===== src/design/fsp_pkg.sv =====
// ----------------------------------------------------------------------------
// fsp_pkg
// Shared types and codes for the format specifier parser: character classes,
// conversion letter indexes and the classified item that crosses the queue.
// ----------------------------------------------------------------------------
package fsp_pkg;

  // Depth of the queue between front and back
  localparam int QUEUE_DEPTH = 2;

  // Character classes assigned by the front end
  localparam logic [3:0] CLS_BAD    = 4'd0;
  localparam logic [3:0] CLS_H      = 4'd1;
  localparam logic [3:0] CLS_L      = 4'd2;
  localparam logic [3:0] CLS_BIGL   = 4'd3;
  localparam logic [3:0] CLS_STAR   = 4'd4;
  localparam logic [3:0] CLS_DOT    = 4'd5;
  localparam logic [3:0] CLS_HASH   = 4'd6;
  localparam logic [3:0] CLS_MINUS  = 4'd7;
  localparam logic [3:0] CLS_SPACE  = 4'd8;
  localparam logic [3:0] CLS_PLUS   = 4'd9;
  localparam logic [3:0] CLS_ZERO   = 4'd10;
  localparam logic [3:0] CLS_DIGIT  = 4'd11;
  localparam logic [3:0] CLS_LETTER = 4'd12;

  // Conversion letter indexes, in the order "csdiuxXopfeEgGn"
  localparam logic [3:0] SP_C     = 4'd0;
  localparam logic [3:0] SP_S     = 4'd1;
  localparam logic [3:0] SP_D     = 4'd2;
  localparam logic [3:0] SP_I     = 4'd3;
  localparam logic [3:0] SP_U     = 4'd4;
  localparam logic [3:0] SP_X     = 4'd5;
  localparam logic [3:0] SP_BIGX  = 4'd6;
  localparam logic [3:0] SP_O     = 4'd7;
  localparam logic [3:0] SP_P     = 4'd8;
  localparam logic [3:0] SP_F     = 4'd9;
  localparam logic [3:0] SP_E     = 4'd10;
  localparam logic [3:0] SP_BIGE  = 4'd11;
  localparam logic [3:0] SP_G     = 4'd12;
  localparam logic [3:0] SP_BIGG  = 4'd13;
  localparam logic [3:0] SP_N     = 4'd14;

  // One classified character; code is the letter index or the digit value
  typedef struct packed {
    logic [3:0]         cls;
    logic [3:0]         code;
    logic signed [31:0] star;
  } item_t;

  // Collection mode of the back end
  typedef struct packed {
    logic in_width;
    logic in_precision;
  } mode_t;

endpackage


===== src/design/fsp_queue.sv =====
// ----------------------------------------------------------------------------
// fsp_queue
// Small circular queue of classified items between the front and back ends.
// ----------------------------------------------------------------------------
module fsp_queue #(
  parameter int Depth = fsp_pkg::QUEUE_DEPTH
) (
  input  logic          clk,
  input  logic          rst,
  input  logic          wr_en,
  output logic          full,
  input  fsp_pkg::item_t wr_data,
  output logic          rd_valid,
  output fsp_pkg::item_t rd_data,
  input  logic          rd_en
);
  import fsp_pkg::*;

  localparam int PW = (Depth > 1) ? $clog2(Depth) : 1;
  localparam int CW = $clog2(Depth + 1);
  localparam logic [PW-1:0] LAST_PTR = PW'(Depth - 1);
  localparam logic [CW-1:0] DEPTH_C  = CW'(Depth);

  item_t         entries [Depth];
  logic [PW-1:0] wr_ptr;
  logic [PW-1:0] rd_ptr;
  logic [CW-1:0] count;
  logic          do_wr;
  logic          do_rd;

  assign full     = (count == DEPTH_C);
  assign rd_valid = (count != '0);
  assign rd_data  = entries[rd_ptr];
  assign do_wr    = wr_en && !full;
  assign do_rd    = rd_en && rd_valid;

  // Store a transfer at the write pointer
  always_ff @(posedge clk) begin
    if (do_wr) begin
      entries[wr_ptr] <= wr_data;
    end
  end

  // Advance pointers and count
  always_ff @(posedge clk) begin
    if (rst) begin
      wr_ptr <= '0;
      rd_ptr <= '0;
      count  <= '0;
    end else begin
      if (do_wr) begin
        wr_ptr <= (wr_ptr == LAST_PTR) ? '0 : wr_ptr + 1'b1;
      end
      if (do_rd) begin
        rd_ptr <= (rd_ptr == LAST_PTR) ? '0 : rd_ptr + 1'b1;
      end
      if (do_wr && !do_rd) begin
        count <= count + 1'b1;
      end else if (do_rd && !do_wr) begin
        count <= count - 1'b1;
      end
    end
  end

endmodule


===== src/design/fsp_front.sv =====
// ----------------------------------------------------------------------------
// fsp_front
// Input side: classifies each incoming byte and places it in the queue.
// ----------------------------------------------------------------------------
module fsp_front #(
  parameter int QueueDepth = fsp_pkg::QUEUE_DEPTH
) (
  input  logic               clk,
  input  logic               rst,
  input  logic               push,
  output logic               full,
  input  logic [7:0]         char_code,
  input  logic signed [31:0] star_value,
  output logic               q_valid,
  output fsp_pkg::item_t     q_item,
  input  logic               q_pop
);
  import fsp_pkg::*;

  item_t item;

  // Decode the byte into a class and a code
  always_comb begin
    item.star = star_value;
    item.code = '0;
    item.cls  = CLS_BAD;
    unique case (char_code)
      "c": begin item.cls = CLS_LETTER; item.code = SP_C;    end
      "s": begin item.cls = CLS_LETTER; item.code = SP_S;    end
      "d": begin item.cls = CLS_LETTER; item.code = SP_D;    end
      "i": begin item.cls = CLS_LETTER; item.code = SP_I;    end
      "u": begin item.cls = CLS_LETTER; item.code = SP_U;    end
      "x": begin item.cls = CLS_LETTER; item.code = SP_X;    end
      "X": begin item.cls = CLS_LETTER; item.code = SP_BIGX; end
      "o": begin item.cls = CLS_LETTER; item.code = SP_O;    end
      "p": begin item.cls = CLS_LETTER; item.code = SP_P;    end
      "f": begin item.cls = CLS_LETTER; item.code = SP_F;    end
      "e": begin item.cls = CLS_LETTER; item.code = SP_E;    end
      "E": begin item.cls = CLS_LETTER; item.code = SP_BIGE; end
      "g": begin item.cls = CLS_LETTER; item.code = SP_G;    end
      "G": begin item.cls = CLS_LETTER; item.code = SP_BIGG; end
      "n": begin item.cls = CLS_LETTER; item.code = SP_N;    end
      "h": item.cls = CLS_H;
      "l": item.cls = CLS_L;
      "L": item.cls = CLS_BIGL;
      "*": item.cls = CLS_STAR;
      ".": item.cls = CLS_DOT;
      "#": item.cls = CLS_HASH;
      "-": item.cls = CLS_MINUS;
      " ": item.cls = CLS_SPACE;
      "+": item.cls = CLS_PLUS;
      "0": item.cls = CLS_ZERO;
      "1", "2", "3", "4", "5", "6", "7", "8", "9": begin
        item.cls  = CLS_DIGIT;
        item.code = char_code[3:0];
      end
      default: item.cls = CLS_BAD;
    endcase
  end

  // Hold classified items until the back end takes them
  fsp_queue #(
    .Depth(QueueDepth)
  ) u_queue (
    .clk     (clk),
    .rst     (rst),
    .wr_en   (push),
    .full    (full),
    .wr_data (item),
    .rd_valid(q_valid),
    .rd_data (q_item),
    .rd_en   (q_pop)
  );

endmodule


===== src/design/fsp_back.sv =====
// ----------------------------------------------------------------------------
// fsp_back
// Execution side: updates the per-specifier state for each character and, on
// a conversion letter, applies the combination checks into the result register.
// ----------------------------------------------------------------------------
module fsp_back (
  input  logic               clk,
  input  logic               rst,
  input  logic               q_valid,
  input  fsp_pkg::item_t     q_item,
  output logic               q_pop,
  output fsp_pkg::mode_t     mode,
  output logic               empty,
  input  logic               pop,
  output logic [3:0]         spec_index,
  output logic [4:0]         flag_bits,
  output logic [3:0]         length_bits,
  output logic               width_present,
  output logic signed [31:0] width_value,
  output logic               precision_present,
  output logic signed [31:0] precision_value,
  output logic               format_error
);
  import fsp_pkg::*;

  localparam logic [4:0] F_PLUS  = 5'b00001;
  localparam logic [4:0] F_MINUS = 5'b00010;
  localparam logic [4:0] F_SPACE = 5'b00100;
  localparam logic [4:0] F_ZERO  = 5'b01000;
  localparam logic [4:0] F_HASH  = 5'b10000;
  localparam logic [3:0] L_H  = 4'b0001;
  localparam logic [3:0] L_L  = 4'b0010;
  localparam logic [3:0] L_LL = 4'b0100;
  localparam logic [3:0] L_BL = 4'b1000;

  // Saturating acc * 10 + d on a signed 32-bit accumulator
  function automatic logic signed [31:0] push_digit(logic signed [31:0] acc,
                                                    logic [3:0] d);
    logic signed [35:0] wide;
    logic signed [35:0] x;
    wide = 36'(acc);
    x = (wide <<< 3) + (wide <<< 1) + $signed({32'd0, d});
    if (x > 36'sh0_7FFF_FFFF) begin
      push_digit = 32'sh7FFF_FFFF;
    end else if (x < -36'sh0_8000_0000) begin
      push_digit = 32'sh8000_0000;
    end else begin
      push_digit = x[31:0];
    end
  endfunction

  // Per-specifier state
  logic [4:0]         flag_reg;
  logic [3:0]         length_reg;
  logic               width_set;
  logic signed [31:0] width_acc;
  logic               prec_set;
  logic signed [31:0] prec_acc;
  logic               in_width;
  logic               in_precision;
  logic               star_for_width;
  logic               star_for_precision;
  logic               dot_seen;
  logic               error_seen;

  logic [4:0]         flag_reg_next;
  logic [3:0]         length_reg_next;
  logic               width_set_next;
  logic signed [31:0] width_acc_next;
  logic               prec_set_next;
  logic signed [31:0] prec_acc_next;
  logic               in_width_next;
  logic               in_precision_next;
  logic               star_for_width_next;
  logic               star_for_precision_next;
  logic               char_error;

  logic               out_valid;
  logic               head_conv;
  logic               advance;
  logic               hl_any;
  logic               far_along;
  logic [3:0]         digit;
  logic signed [31:0] pushed;

  // Letter result values
  logic [4:0]         res_flags;
  logic               res_error;
  logic               res_prec_set;

  assign head_conv = (q_item.cls == CLS_LETTER);
  assign advance   = q_valid && !(head_conv && out_valid && !pop);
  assign q_pop     = advance;
  assign empty     = !out_valid;
  assign mode      = '{in_width: in_width, in_precision: in_precision};

  assign hl_any    = |(length_reg & (L_H | L_L | L_BL));
  assign far_along = prec_set || width_set || hl_any;

  // One shared digit unit; width and precision collection never overlap
  assign digit  = (q_item.cls == CLS_DIGIT) ? q_item.code : 4'd0;
  assign pushed = push_digit(in_width ? width_acc : prec_acc, digit);

  // Character step
  always_comb begin
    flag_reg_next           = flag_reg;
    length_reg_next         = length_reg;
    width_set_next          = width_set;
    width_acc_next          = width_acc;
    prec_set_next           = prec_set;
    prec_acc_next           = prec_acc;
    in_width_next           = in_width;
    in_precision_next       = in_precision;
    star_for_width_next     = star_for_width;
    star_for_precision_next = star_for_precision;
    char_error              = 1'b0;
    case (q_item.cls)
      CLS_H, CLS_L, CLS_BIGL: begin
        if (|(length_reg & (L_H | L_BL | L_LL)) ||
            (q_item.cls != CLS_L && |(length_reg & L_L))) begin
          char_error = 1'b1;
        end else begin
          in_precision_next = 1'b0;
          in_width_next     = 1'b0;
          if (q_item.cls == CLS_BIGL) begin
            length_reg_next = length_reg | L_BL;
          end else if (q_item.cls == CLS_H) begin
            length_reg_next = length_reg | L_H;
          end else if (|(length_reg & L_L)) begin
            length_reg_next = length_reg | L_LL;
          end else begin
            length_reg_next = length_reg | L_L;
          end
        end
      end
      CLS_STAR: begin
        if ((in_precision && prec_set) || in_width || hl_any) begin
          char_error = 1'b1;
        end else begin
          if (in_precision) begin
            in_precision_next       = 1'b0;
            star_for_precision_next = 1'b1;
          end else begin
            star_for_width_next = 1'b1;
          end
          if (q_item.star != 32'sd0) begin
            if (star_for_precision_next) begin
              prec_set_next = 1'b1;
              prec_acc_next = q_item.star;
            end else begin
              width_set_next = 1'b1;
              width_acc_next = q_item.star;
            end
          end
        end
      end
      CLS_DOT: begin
        if (in_precision || hl_any) begin
          char_error = 1'b1;
        end else begin
          in_width_next     = 1'b0;
          in_precision_next = 1'b1;
        end
      end
      CLS_HASH: begin
        if (|(flag_reg & F_HASH) || far_along || in_precision || in_width) begin
          char_error = 1'b1;
        end else begin
          flag_reg_next = flag_reg | F_HASH;
        end
      end
      CLS_MINUS: begin
        // Minus drops the zero flag even when it is itself a misuse
        flag_reg_next = flag_reg & ~F_ZERO;
        if (|(flag_reg & F_MINUS) || far_along || in_precision || in_width) begin
          char_error = 1'b1;
        end else begin
          flag_reg_next = (flag_reg & ~F_ZERO) | F_MINUS;
        end
      end
      CLS_SPACE: begin
        if (|(flag_reg & (F_PLUS | F_SPACE)) || far_along || in_precision ||
            in_width) begin
          char_error = 1'b1;
        end else begin
          flag_reg_next = flag_reg | F_SPACE;
        end
      end
      CLS_PLUS: begin
        // Plus drops the space flag even when it is itself a misuse
        flag_reg_next = flag_reg & ~F_SPACE;
        if (|(flag_reg & F_PLUS) || far_along || in_precision || in_width) begin
          char_error = 1'b1;
        end else begin
          flag_reg_next = (flag_reg & ~F_SPACE) | F_PLUS;
        end
      end
      CLS_ZERO: begin
        if ((star_for_width && !in_precision) || star_for_precision) begin
          char_error = 1'b1;
        end else if (in_precision) begin
          prec_set_next = 1'b1;
          prec_acc_next = prec_set ? pushed : 32'sd0;
        end else if (in_width) begin
          width_acc_next = pushed;
        end else if (|(flag_reg & (F_ZERO | F_MINUS)) || far_along) begin
          char_error = 1'b1;
        end else begin
          flag_reg_next = flag_reg | F_ZERO;
        end
      end
      CLS_DIGIT: begin
        if (hl_any || (star_for_width && !in_precision) || star_for_precision) begin
          char_error = 1'b1;
        end else if (in_precision) begin
          prec_set_next = 1'b1;
          prec_acc_next = prec_set ? pushed : $signed({28'd0, q_item.code});
        end else if (in_width || !width_set) begin
          // A stray digit after a finished width is dropped
          in_width_next  = 1'b1;
          width_set_next = 1'b1;
          width_acc_next = width_set ? pushed : $signed({28'd0, q_item.code});
        end
      end
      default: char_error = 1'b1;
    endcase
  end

  // Combination checks on a conversion letter
  always_comb begin
    logic [3:0] sp;
    logic       err;
    sp           = q_item.code;
    res_prec_set = prec_set || dot_seen;
    res_flags    = flag_reg;
    err          = error_seen;
    if (|(res_flags & F_HASH) && !(sp == SP_O || sp == SP_X || sp == SP_BIGX ||
        sp == SP_E || sp == SP_BIGE || sp == SP_F)) begin
      err = 1'b1;
    end
    if (res_prec_set && (sp == SP_C || sp == SP_P)) begin
      err = 1'b1;
    end
    if (|(length_reg & L_H) &&
        (sp == SP_C || sp == SP_S || sp == SP_P || sp == SP_F)) begin
      err = 1'b1;
    end
    if (|(length_reg & L_L) && (sp == SP_P || sp == SP_F)) begin
      err = 1'b1;
    end
    if (|(length_reg & L_BL) && !(sp == SP_E || sp == SP_BIGE || sp == SP_F ||
        sp == SP_G || sp == SP_BIGG)) begin
      err = 1'b1;
    end
    if ((sp == SP_S || sp == SP_C) && |(res_flags & (F_ZERO | F_SPACE | F_PLUS))) begin
      res_flags = res_flags & ~(F_ZERO | F_SPACE | F_PLUS);
      err       = 1'b1;
    end
    if ((|(res_flags & F_MINUS) && |(res_flags & F_ZERO)) ||
        (|(res_flags & F_ZERO) && res_prec_set &&
         (sp == SP_D || sp == SP_I || sp == SP_O || sp == SP_X ||
          sp == SP_BIGX || sp == SP_U || sp == SP_P))) begin
      res_flags = res_flags & ~F_ZERO;
      err       = 1'b1;
    end
    if (|(res_flags & (F_SPACE | F_PLUS)) && sp == SP_U) begin
      err = 1'b1;
    end
    if (|(res_flags & F_SPACE) && |(res_flags & F_PLUS)) begin
      res_flags = res_flags & ~F_SPACE;
      err       = 1'b1;
    end
    res_error = err;
  end

  // Update state; a letter returns everything to its reset values
  always_ff @(posedge clk) begin
    if (rst || (advance && head_conv)) begin
      flag_reg           <= '0;
      length_reg         <= '0;
      width_set          <= 1'b0;
      width_acc          <= '0;
      prec_set           <= 1'b0;
      prec_acc           <= '0;
      in_width           <= 1'b0;
      in_precision       <= 1'b0;
      star_for_width     <= 1'b0;
      star_for_precision <= 1'b0;
      dot_seen           <= 1'b0;
      error_seen         <= 1'b0;
    end else if (advance) begin
      flag_reg           <= flag_reg_next;
      length_reg         <= length_reg_next;
      width_set          <= width_set_next;
      width_acc          <= width_acc_next;
      prec_set           <= prec_set_next;
      prec_acc           <= prec_acc_next;
      in_width           <= in_width_next;
      in_precision       <= in_precision_next;
      star_for_width     <= star_for_width_next;
      star_for_precision <= star_for_precision_next;
      dot_seen           <= dot_seen || in_precision_next;
      error_seen         <= error_seen || char_error;
    end
  end

  // Result register valid flag
  always_ff @(posedge clk) begin
    if (rst) begin
      out_valid <= 1'b0;
    end else if (advance && head_conv) begin
      out_valid <= 1'b1;
    end else if (pop) begin
      out_valid <= 1'b0;
    end
  end

  // Load result payload
  always_ff @(posedge clk) begin
    if (advance && head_conv) begin
      spec_index        <= q_item.code;
      flag_bits         <= res_flags;
      length_bits       <= length_reg;
      width_present     <= width_set;
      width_value       <= width_set ? width_acc : 32'sd0;
      precision_present <= res_prec_set;
      precision_value   <= prec_set ? prec_acc : 32'sd0;
      format_error      <= res_error;
    end
  end

endmodule


===== src/design/format_specifier_parser_top.sv =====
// ----------------------------------------------------------------------------
// format_specifier_parser_top
// Parses the characters after a percent sign and emits one conversion
// description per conversion letter.
//
//   channel  | handshake    | payload
//   ---------+--------------+-----------------------------------------------
//   input    | push / full  | char_code, star_value
//   result   | pop / empty  | spec_index, flag_bits, length_bits,
//            |              | width_present, width_value, precision_present,
//            |              | precision_value, format_error
//
// One character per cycle is accepted while full is low. A result is shown
// on the result ports from the result register: the transfer writes the
// letter into the queue, and once it reaches the queue head and advances,
// the parser state is updated and the result register is loaded.
// rst clears the queue, the parser state and the result valid flag at once.
// A letter waits at the queue head while the result register holds an untaken
// result; characters behind it still enter the queue until full rises.
// ----------------------------------------------------------------------------
module format_specifier_parser_top #(
  parameter int QueueDepth = fsp_pkg::QUEUE_DEPTH
) (
  input  logic               clk,
  input  logic               rst,
  input  logic               push,
  output logic               full,
  input  logic [7:0]         char_code,
  input  logic signed [31:0] star_value,
  output logic               empty,
  input  logic               pop,
  output logic [3:0]         spec_index,
  output logic [4:0]         flag_bits,
  output logic [3:0]         length_bits,
  output logic               width_present,
  output logic signed [31:0] width_value,
  output logic               precision_present,
  output logic signed [31:0] precision_value,
  output logic               format_error
);
  import fsp_pkg::*;

  logic  q_valid;
  item_t q_item;
  logic  q_pop;
  mode_t mode;

  // Classify and queue
  fsp_front #(
    .QueueDepth(QueueDepth)
  ) u_front (
    .clk       (clk),
    .rst       (rst),
    .push      (push),
    .full      (full),
    .char_code (char_code),
    .star_value(star_value),
    .q_valid   (q_valid),
    .q_item    (q_item),
    .q_pop     (q_pop)
  );

  // Execute and hold results
  fsp_back u_back (
    .clk              (clk),
    .rst              (rst),
    .q_valid          (q_valid),
    .q_item           (q_item),
    .q_pop            (q_pop),
    .mode             (mode),
    .empty            (empty),
    .pop              (pop),
    .spec_index       (spec_index),
    .flag_bits        (flag_bits),
    .length_bits      (length_bits),
    .width_present    (width_present),
    .width_value      (width_value),
    .precision_present(precision_present),
    .precision_value  (precision_value),
    .format_error     (format_error)
  );

  // Width and precision collection never run together
  assert property (@(posedge clk) disable iff (rst)
    !(mode.in_width && mode.in_precision))
    else $error("width and precision collected at once");

  // The back end only stalls on a letter blocked by an untaken result
  assert property (@(posedge clk) disable iff (rst)
    (q_valid && !q_pop) |-> (q_item.cls == CLS_LETTER && !empty && !pop))
    else $error("back end stalled without cause");

  // A queued letter with a free result register produces a result
  assert property (@(posedge clk) disable iff (rst)
    (q_valid && q_item.cls == CLS_LETTER && empty) |=> !empty)
    else $error("letter did not produce a result");

  // A taken result with no letter behind it leaves the output empty
  assert property (@(posedge clk) disable iff (rst)
    (pop && !empty && !(q_valid && q_item.cls == CLS_LETTER)) |=> empty)
    else $error("result repeated after transfer");

  // Reset leaves both sides idle
  assert property (@(posedge clk) rst |=> (empty && !full))
    else $error("not idle after reset");

endmodule

===== config.mk =====
export PLATFORM = sky130hd
export DESIGN_NAME = format_specifier_parser_top
export DESIGN_NICKNAME = d
export VERILOG_FILES = /design/src/design/fsp_pkg.sv /design/src/design/fsp_queue.sv /design/src/design/fsp_front.sv /design/src/design/fsp_back.sv /design/src/design/format_specifier_parser_top.sv
export SDC_FILE = /design/constraint.sdc
export NUM_CORES = 1
export LEC_CHECK = 0
export BUFFER_PORTS_ARGS = -buffer_cell sky130_fd_sc_hd__buf_2
export CAP_MARGIN = 10
export CORE_MARGIN = 2
export CORE_UTILIZATION = 30
export CTS_BUF_LIST = sky130_fd_sc_hd__clkbuf_4
export DETAILED_ROUTE_END_ITERATION = 16
export GPL_TIMING_DRIVEN = 0
export PLACE_DENSITY = 0.43
export SLEW_MARGIN = 20
export SYNTH_ARGS = -nofsm -noshare
export SYNTH_HDL_FRONTEND = slang
export SYNTH_SLANG_ARGS = --single-unit

===== constraint.sdc =====
create_clock -name clk -period 20.4 [get_ports clk]
set_input_delay 4.08 -clock clk [delete_from_list [all_inputs] [get_ports clk]]
set_output_delay 4.08 -clock clk [all_outputs]
set_load 0.05 [all_outputs]

# Word level (Yosys, flattened, before mapping)
# Memory sizes are Yosys's and may differ from the RTL's. A register that Yosys moved wholly into a read port is not among the register bits.
# Index checks and enable logic that the tools add are counted.
[word_totals] reg_bits=166 latch_bits=0 ram_bits=80 rom_bits=0 inputBits=44 output_inout_bits=82 word_cells=336 n_memories=1
[op_classes] add_sub_neg=6 n_mul=0 div_mod_pow=0 order_cmp=2 n_eq_ne=78 n_shift=0 mux=88 n_bitwise=13 reduce_logical=116
[memory_table] memory="u_front.u_queue.entries" words=2 width=40 rd=1 rd_clocked_by_memory_dff=1 write_ports=1 line="fsp_queue.sv:24" text="item_t entries [Depth];"
[ops] op="32-bit 2-to-1 mux" count=22
[ops] op="32-bit case mux with 3 select lines" count=2
[ops] op="8-bit by 7-bit equality test with 1-bit output (second input constant)" count=18
[ops] op="8-bit by 6-bit equality test with 1-bit output (second input constant)" count=16
[ops] op="4-bit case mux with 15 select lines" count=1
[ops] op="1-bit logical OR" count=48
[ops] op="4-bit case mux with 12 select lines" count=1
[ops] op="4-bit equality test (second input constant)" count=11
[ops] op="1-bit 2-to-1 mux" count=41
[ops] op="35-bit by 33-bit adder with 36-bit output" count=1
[ops] op="36-bit by 5-bit adder with 36-bit output" count=1
[ops] op="36-bit by 32-bit greater-than comparator with 1-bit output (second input constant)" count=1
[ops] op="36-bit by 32-bit less-than comparator with 1-bit output (second input constant)" count=1
[ops] op="7-bit AND reduction" count=5
[ops] op="4-bit by 3-bit equality test with 1-bit output (second input constant)" count=8
[ops] op="32-bit nonzero test" count=1
[ops] op="5-bit case mux with 5 select lines" count=1
[ops] op="4-bit 2-to-1 mux" count=6
[ops] op="2-bit != test (second input constant)" count=12
[ops] op="1-bit logical AND" count=22
[ops] op="5-bit 2-to-1 mux" count=4
[ops] op="9-bit AND reduction" count=2
[ops] op="9-bit OR reduction" count=2
[ops] op="4-bit by 2-bit equality test with 1-bit output (second input constant)" count=4
[ops] op="other kinds (26)" count=72

# Depth between registers and ports, before layout
# Gate-level depths: netlist of run 1.
[depth] depth_word=13 ltp_mapped=21 ltp_nobuf=18

# Modules after synthesis
# From an unflattened synthesis of run 1, not the netlist that was laid out.
[hier_totals] cells_unflattened=1304 area_unflattened_um2=13559.3
[by_module_without_submodules] module="fsp_back" instances=1 cells_each=1058 area_per_inst_um2=9903.2 seq_area_each_um2=4043.9
[by_module_without_submodules] module="fsp_queue" instances=1 cells_each=149 area_per_inst_um2=3093.0 seq_area_each_um2=2502.4
[by_module_without_submodules] module="fsp_front" instances=1 cells_each=97 area_per_inst_um2=563.0 seq_area_each_um2=0.0

# Worst setup path after synthesis of run 1
# No wires, ideal clock.
[synth_path] path_type="in2reg" from="in pop" to="reg u_back.prec_acc[1]" setup_time_ps=136 t_arrival_ps=9246 required_time_ps=20264 slack_ps=11019 stages=9 n_path_buf=3 path_cell_list="nand2b_1 > o22a_2 > clkinv_2 > nor2_1 > or2_2 > clkbuf_1 > clkbuf_1 > clkbuf_1 > o32ai_1"
[synth_via] elab_chain_len=6 elab_cells_between_ends=7 classes_between="7 x reduce/logical"
[synth_lines] item="from (decl)" line="format_specifier_parser_top.sv:31" text="input logic pop,"
[synth_lines] item="1-bit zero test (*)" line="fsp_back.sv:92" text="assign advance = q_valid && !(head_conv && out_valid && !pop);"
[synth_lines] item="1-bit logical AND (*)" line="fsp_back.sv:92"
[synth_lines] item="1-bit zero test (*)" line="fsp_back.sv:92"
[synth_lines] item="1-bit logical AND (*)" line="fsp_back.sv:92"
[synth_lines] item="parallel branches: the longest is 2 deep, another holds 9-bit AND reduction"
[synth_lines] item="to (signal assigned)" line="fsp_back.sv:297" text="prec_acc <= prec_acc_next;"
[synth_lines] item="to (decl)" line="fsp_back.sv:58" text="logic signed [31:0] prec_acc;"
# Mark *: on every way between the ends.
# A chain may end at the register's enable or synchronous reset.

==> results of run 1 <==
-- path summary, 6_finish.rpt --
path / slack (ns) / cells past startpoint / end
setup / recovery: 13.65 / 19 / u_back.prec_acc[1]$_SDFFE_PP0P_
hold / removal: 0.47 / 2 / u_back.dot_seen$_SDFFE_PP0P_
setup reg to reg: 13.65 / 19 / u_back.prec_acc[1]$_SDFFE_PP0P_
hold reg to reg: 0.47 / 2 / u_back.dot_seen$_SDFFE_PP0P_
-- cell type report --
cell class	instances	area (um^2)	area share, %
well taps	592	741	4.62
repair buffers	126	736	4.59
flip-flops and latches	247	6550	40.8
plain buffers	75	288	1.79
multi-input cells	976	6610	41.2
diodes	1	2.50	0.0156
clock buffers	110	826	5.15
clock inverters	17	149	0.929
inverters	36	136	0.851
-- power by group --
group	switching (mW)	internal [mW]
clock	0.223	0.282
sequential	0.0243	0.583
combinational	0.280	0.116
-- metal layers --
metal	track usage [%]	part of all wire [%]	vias up
met1	25.3	46	5486
met4	7.88	2.9	0
met2	31.1	45	389
met3	3.94	6.0	97
met5	0	0	-
li1	-	-	5480
-- cell usage in the layout, fill, tap and decap left out, types with 5 or more instances in the layout --
cell       Yosys  final
edfxtp_1     160    160
nor2_1       136    134
buf_2          5    125
clkbuf_4       0    110
dfxtp_1       87     87
o21ai_0       86     86
and2_1        75     75
nand2_1       71     71
a21oi_1       70     70
ha_1          65     65
clkbuf_1      60     60
mux2i_1       39     39
mux2_2        39     39
inv_1         35     35
nand3_1       35     35
nor3_1        28     28
o31ai_1       28     28
a32o_1        26     26
xnor2_1       21     21
nand4_1       17     17
nand2b_1      15     15
o21a_1        15     15
nor4_1        15     15
xor2_1        14     14
nor2b_1       13     13
a31oi_1       13     13
or3_1         13     13
buf_1         10     10
o22ai_1       10     10
o211ai_1      10     10
clkinv_1       0     10
a21o_1         9      9
a22o_1         8      8
and3_1         9      8
o21bai_1       6      6
o2111ai_1      6      6
a41oi_1        5      5
a221oi_1       5      5
a211oi_1       5      5
a2111oi_0      5      5
-- stage by stage --
| stage | cells | hold WS [ns] | utilization (%) | power (mW) | setup slack, ns |
|---|---|---|---|---|---|
| 2_1_floorplan | 1334 | 0.426 | - | 0.864 | 11.02 |
| 3_3_place_gp | 2046 | 0.445 | 33.6 | 1.01 | 7.96 |
| 3_5_place_dp | 2052 | 0.451 | 33.9 | 1.01 | 13.16 |
| 4_1_cts | 2179 | 0.461 | 36.1 | 1.53 | 13.53 |
| 5_1_grt | 2180 | 0.490 | 36.1 | 1.59 | 13.22 |
| 6_report | 2180 | 0.469 | 36.1 | 1.51 | 13.65 |
-- critical path: cells and delay by family (launching register included) --
family                   cells  cell delay (ns)
buffers and inverters        5             1.43
AO/OA/AOI/OAI                8             2.82
adder cells (fa/ha/maj)      3             0.93
AND/OR/NAND/NOR              2             0.39
multiplexers                 1             0.72
flip-flops                   1             0.30
-- cell families after synthesis --
kind of cell	after synthesis	synth area share, %
AOI/OAI and AO/OA	351	17.6
xor gates and xnor gates	35	2.26
adders and majority gates	67	6.29
buffers and inverters	111	3.13
DFF	247	48.3
muxes	78	6.12
and+or+nand+nor	445	16.4
==> flow_summary.yaml, run 1 <==
status:
  status: "finished, final reports clean"
placement:
  dpl_cell_area_um2: 15100
  io_buffers: 120
  gp_congestion: 0.899
  hpwl_um: 34800
setup_path:
  critical_path_class: "flop to flop"
  path_common_cell: "buf_2"
  critPathMaxFanout: 10
  critPathLaunchType: "flop"
  critical_path_arrival_ns: 7.39
  cp-end-kind: "flop"
  cpPeakStageDelay_ns: 0.89
  required_ns: 21.04
  worstPathCellList: "buf_2, clkbuf_1, buf_2, mux2i_1, nor2_1, ha_1, ha_1, inv_1, fa_1, nand2b_1, a21o_1, a21oi_1, o2111ai_1, a21boi_0, o211ai_1, o41ai_1, buf_2, o21ai_0, o32ai_1"
  cp_slowest_cell: "o41ai_1"
clock_tree:
  clock-sinks: 247
  path_clk_slew_ns: 0.06
  htreeDepth: 3
  cts_setup_buffers: 0
  cts_buffer_depth: 3
  post_cts_resize_count: 0
  root_buffer: "clkbuf_4"
  tritoncts: "built"
  clk_latency_ns: 0.82
  postCtsHoldBufs: 0
  cts_made_buffers: 72
timing:
  fmax_mhz: 148
  worst_slew_pin_slew_ns: 0.965
  rsz0062_at_grt: "false"
  slew_headroom_pct: 34.0
  fin_setup_tns_ns: 0
  finalCritPeriodShare_pct: 33.1
  fin_worst_skew_ns: 0.0843
  setup_viol: 0
  min_period_ns: 6.75
  maxSlewViolCount: 0
  hold_viol_final: 0
layout:
  final_area_um2: 16000
  final_nets: 1645
  largest_register_ffs: 80
  largest-register: "u_front.u_queue.entries"
  syn_to_final_growth_pct: 18.2
  drive_gt1_share_pct: 19.2
  fillerInstances: 4595
synth:
  yosys_warnings: 0
  ys_ff_latch: 247
  seq_area_frac_synth_pct: 48.3
  synth-edff-count: 160
  ys_types: 73
  synth_top_area_share_pct: 35.4
  synth_area_leaders: "edfxtp_1, dfxtp_1, ha_1"
  yosysMostFrequentCell: "edfxtp_1"
  syn_nets: 1445
  async_flop_share_pct: 0
  yosys.area.top_type: "edfxtp_1"
  synthFlopType: "edfxtp_1"
  synthTopCellsByCount: "edfxtp_1, nor2_1, dfxtp_1, o21ai_0, and2_1"
  syn_inst: 1334
  syn_area_per_cell_um2: 10.2
  synthesis.area_um2: 13600
detailed_routing:
  first_pass_iters: 5
  via_per_inst: 5.25
  drtIter0Drc: 723
  routedWlPerCell_um: 21.0
  vias: 11500
  drc: 0
  routed_wl_um: 45800
  ant_nets: 0
global_route:
  overflow: 0
  grt_max_degree: 29
  grt_pass1_wl_um: 68300
  first_global_vias: 11500
  antenna_found_initial: 2
  grt_usage_pct: 19.3
die:
  die_w_um: 217
  die_h_um: 217
  ios: 126
  dieArea_um2: 46900
  start_util_pct: 30.5
  num_rows: 77
  core_region_area_um2: 44400
hold_path:
  min_from: "u_back.dot_seen$_SDFFE_PP0P_"
  min_path_type: "flop to flop"
pwr:
  vdd_drop_max_uv: 43.8
  power.density_nw_per_um2: 94.1
  p_leak_nw: 6.40
run:
  maxCapViolations: 0
No activity file was read; power rests on OpenSTA's default activity.
==> inputs of run 2 (changes only) <==
==> constraint.sdc (replaced) <==
create_clock -name clk -period 6.29 [get_ports clk]
set_input_delay 1.258 -clock clk [delete_from_list [all_inputs] [get_ports clk]]
set_output_delay 1.258 -clock clk [all_outputs]
set_load 0.05 [all_outputs]
==> run 2 against run 1 <==
  * Sequential power rose to 3.2 times the previous value
  * Power rose to 3.2 times the previous value
  * Clock skew up 0.023 ns
  * Via count up 0.49%
  * Count of clock-buffer cells in the layout down 4
  * Combinational power rose to 3.3 times the previous value
  * Fmax up 13%
  * Critical path type unchanged
  * Non-clock buffer count down 1
  * Largest power group unchanged
  * Utilization up 0.051 points
  * Hold slack worse by 0.013 ns
==> flow_summary.yaml, run 2 (synthesis results as in run 1) <==
status:
  status: "finished, final reports clean"
clock_tree:
  root_buffer: "clkbuf_4"
  cts_buffer_depth: 3
  clk_latency_ns: 0.83
  tritoncts: "built"
  postCtsHoldBufs: 0
  cts_made_buffers: 73
  path_clk_slew_ns: 0.06
  htreeDepth: 3
  clock-sinks: 247
timing:
  fmax_mhz: 167
  min_period_ns: 5.99
  slew_headroom_pct: 30.1
  rsz0062_at_grt: "false"
  maxSlewViolCount: 0
  hold_viol_final: 0
  fin_worst_skew_ns: 0.107
  worst_slew_pin_slew_ns: 1.05
  finalCritPeriodShare_pct: 95.2
  setup_viol: 0
  fin_setup_tns_ns: 0
layout:
  syn_to_final_growth_pct: 18.4
  postLayoutCoreUtil_pct: 36.2
  final_nets: 1645
  final_area_um2: 16100
  drive_gt1_share_pct: 19.4
  final_cell_mix: "edfxtp_1, nor2_1, buf_2"
  multi_input_area_um2: 6660
  seq_area_um2: 6550
  largest-register: "u_front.u_queue.entries"
  mostFrequentLayoutCell: "edfxtp_1"
  fillerInstances: 4551
  largest_register_ffs: 80
  fin_cells: 2188
pwr:
  vdd_drop_max_uv: 143
  power.share.clock_pct: 32.8
  p_seq_share_pct: 40.6
  cellInternalPower_mw: 3.12
  combPwrFrac_pct: 26.5
  swShare_pct: 35.7
  finalPower_mw: 4.85
  power.density_nw_per_um2: 302
  p_leak_nw: 6.40
  power.switching_mw: 1.73
placement:
  hpwl_um: 35000
  dp.cells: 2051
  dpl_cell_area_um2: 15000
  io_buffers: 120
  gp_congestion: 0.912
detailed_routing:
  vias: 11500
  routed_wl_um: 46100
  routedWlPerCell_um: 21.1
  drtIter0Drc: 751
  first_pass_iters: 7
  drc: 0
  ant_nets: 0
  via_per_inst: 5.26
setup_path:
  critical_path_class: "flop to flop"
  cp_slowest_cell: "clkdlybuf4s15_2"
  critPathMaxFanout: 10
  cpPeakStageDelay_ns: 0.56
  critPathLaunchType: "flop"
  cp-end-kind: "flop"
  critical_path_arrival_ns: 6.68
  required_ns: 6.98
  worstPathCellList: "clkbuf_1, clkdlybuf4s15_2, mux2i_1, fa_1, fa_1, nand2b_1, a21o_1, a21oi_1, o2111ai_1, a21boi_0, o211ai_1, o41ai_4, clkbuf_1, o21ai_0, o21ai_0, a32o_1"
global_route:
  grt_pass1_wl_um: 69700
  grt_max_degree: 30
  first_global_vias: 11600
  grt_usage_pct: 19.6
  antenna_found_initial: 2
  overflow: 0
die:
  die_w_um: 217
  start_util_pct: 30.5
  core_region_area_um2: 44400
  ios: 126
  num_rows: 77
  die_h_um: 217
  dieArea_um2: 46900
run:
  maxCapViolations: 0
hold_path:
  min_path_type: "flop to flop"
-- run 2: changes by cell type in the layout (fill, tap and decap cells not counted), moves of 2 or more --
| cell | previous run | this run |
|---|---|---|
| clkinv_1 | 10 | 17 |
| clkbuf_4 | 110 | 106 |
| clkinv_2 | 3 | 7 |
| buf_16 | 2 | 0 |
| clkbuf_1 | 60 | 58 |
| diode_2 | 1 | 3 |
-- run 2: worst max-delay path, delay by kind of cell, from the launching register on --
kind            cells  cell delay [ns]
compound gates      9             2.52
buf+inv             3             1.52
fa+ha+maj           2             0.97
mux                 1             0.39
flops               1             0.32
simple gates        1             0.19
-- run 2: repair_timing --
action                                  4_1_cts  5_1_grt
gates resized for setup                       6        4
endpoints found under the setup margin       44       57
buffers inserted                              1        0
pin swaps                                     1        0
-- run 2: final cells by class --
class                   instances  area share (%)
diodes                          3          0.0468
multi-input cells             976            41.5
flip-flops and latches        247            40.8
plain buffers                  74            1.82
well taps                     592            4.61
clock buffers                 106            4.96
inverters                      36           0.849
repair buffers                126            4.41
clock inverters                28            1.05
-- run 2: path summary, 6_finish.rpt --
kind	startpoint	endpoint	slack [ns]	depth (start not counted)
setup reg to reg	u_back.in_width$_SDFFE_PP0P_	u_back.prec_acc[26]$_SDFFE_PP0P_	0.30	16
hold reg to reg	u_back.dot_seen$_SDFFE_PP0P_	u_back.dot_seen$_SDFFE_PP0P_	0.46	2
hold / removal	u_back.dot_seen$_SDFFE_PP0P_	u_back.dot_seen$_SDFFE_PP0P_	0.46	2
setup / recovery	u_back.in_width$_SDFFE_PP0P_	u_back.prec_acc[26]$_SDFFE_PP0P_	0.30	16
-- run 2: per-layer routing --
| metal | global-route usage (%) | up-vias | routed length, um |
|---|---|---|---|
| met4 | 7.72 | 0 | 1190 |
| li1 | - | 5499 | - |
| met1 | 26.0 | 5565 | 21200 |
| met2 | 31.4 | 368 | 21300 |
| met3 | 4.06 | 76 | 2480 |
| met5 | 0 | - | 0 |
-- run 2: metrics by stage --
stage                     hold slack, ns  setup slack, ns
after floorplan                    0.426             1.16
after global placement             0.444            -1.09
after detailed placement           0.451           -0.566
after CTS                          0.460           0.0305
after global routing               0.482          0.00325
final                              0.456            0.303
-- run 2: power groups by stage --
stage	clock network, mW	registers [mW]	logic [mW]
4_1_cts	1.66	1.97	1.28
5_1_grt	1.75	1.98	1.40
3_3_place_gp	0	2.02	1.24
6_report	1.59	1.97	1.29
3_5_place_dp	0	2.01	1.27
2_1_floorplan	0	2.04	0.760
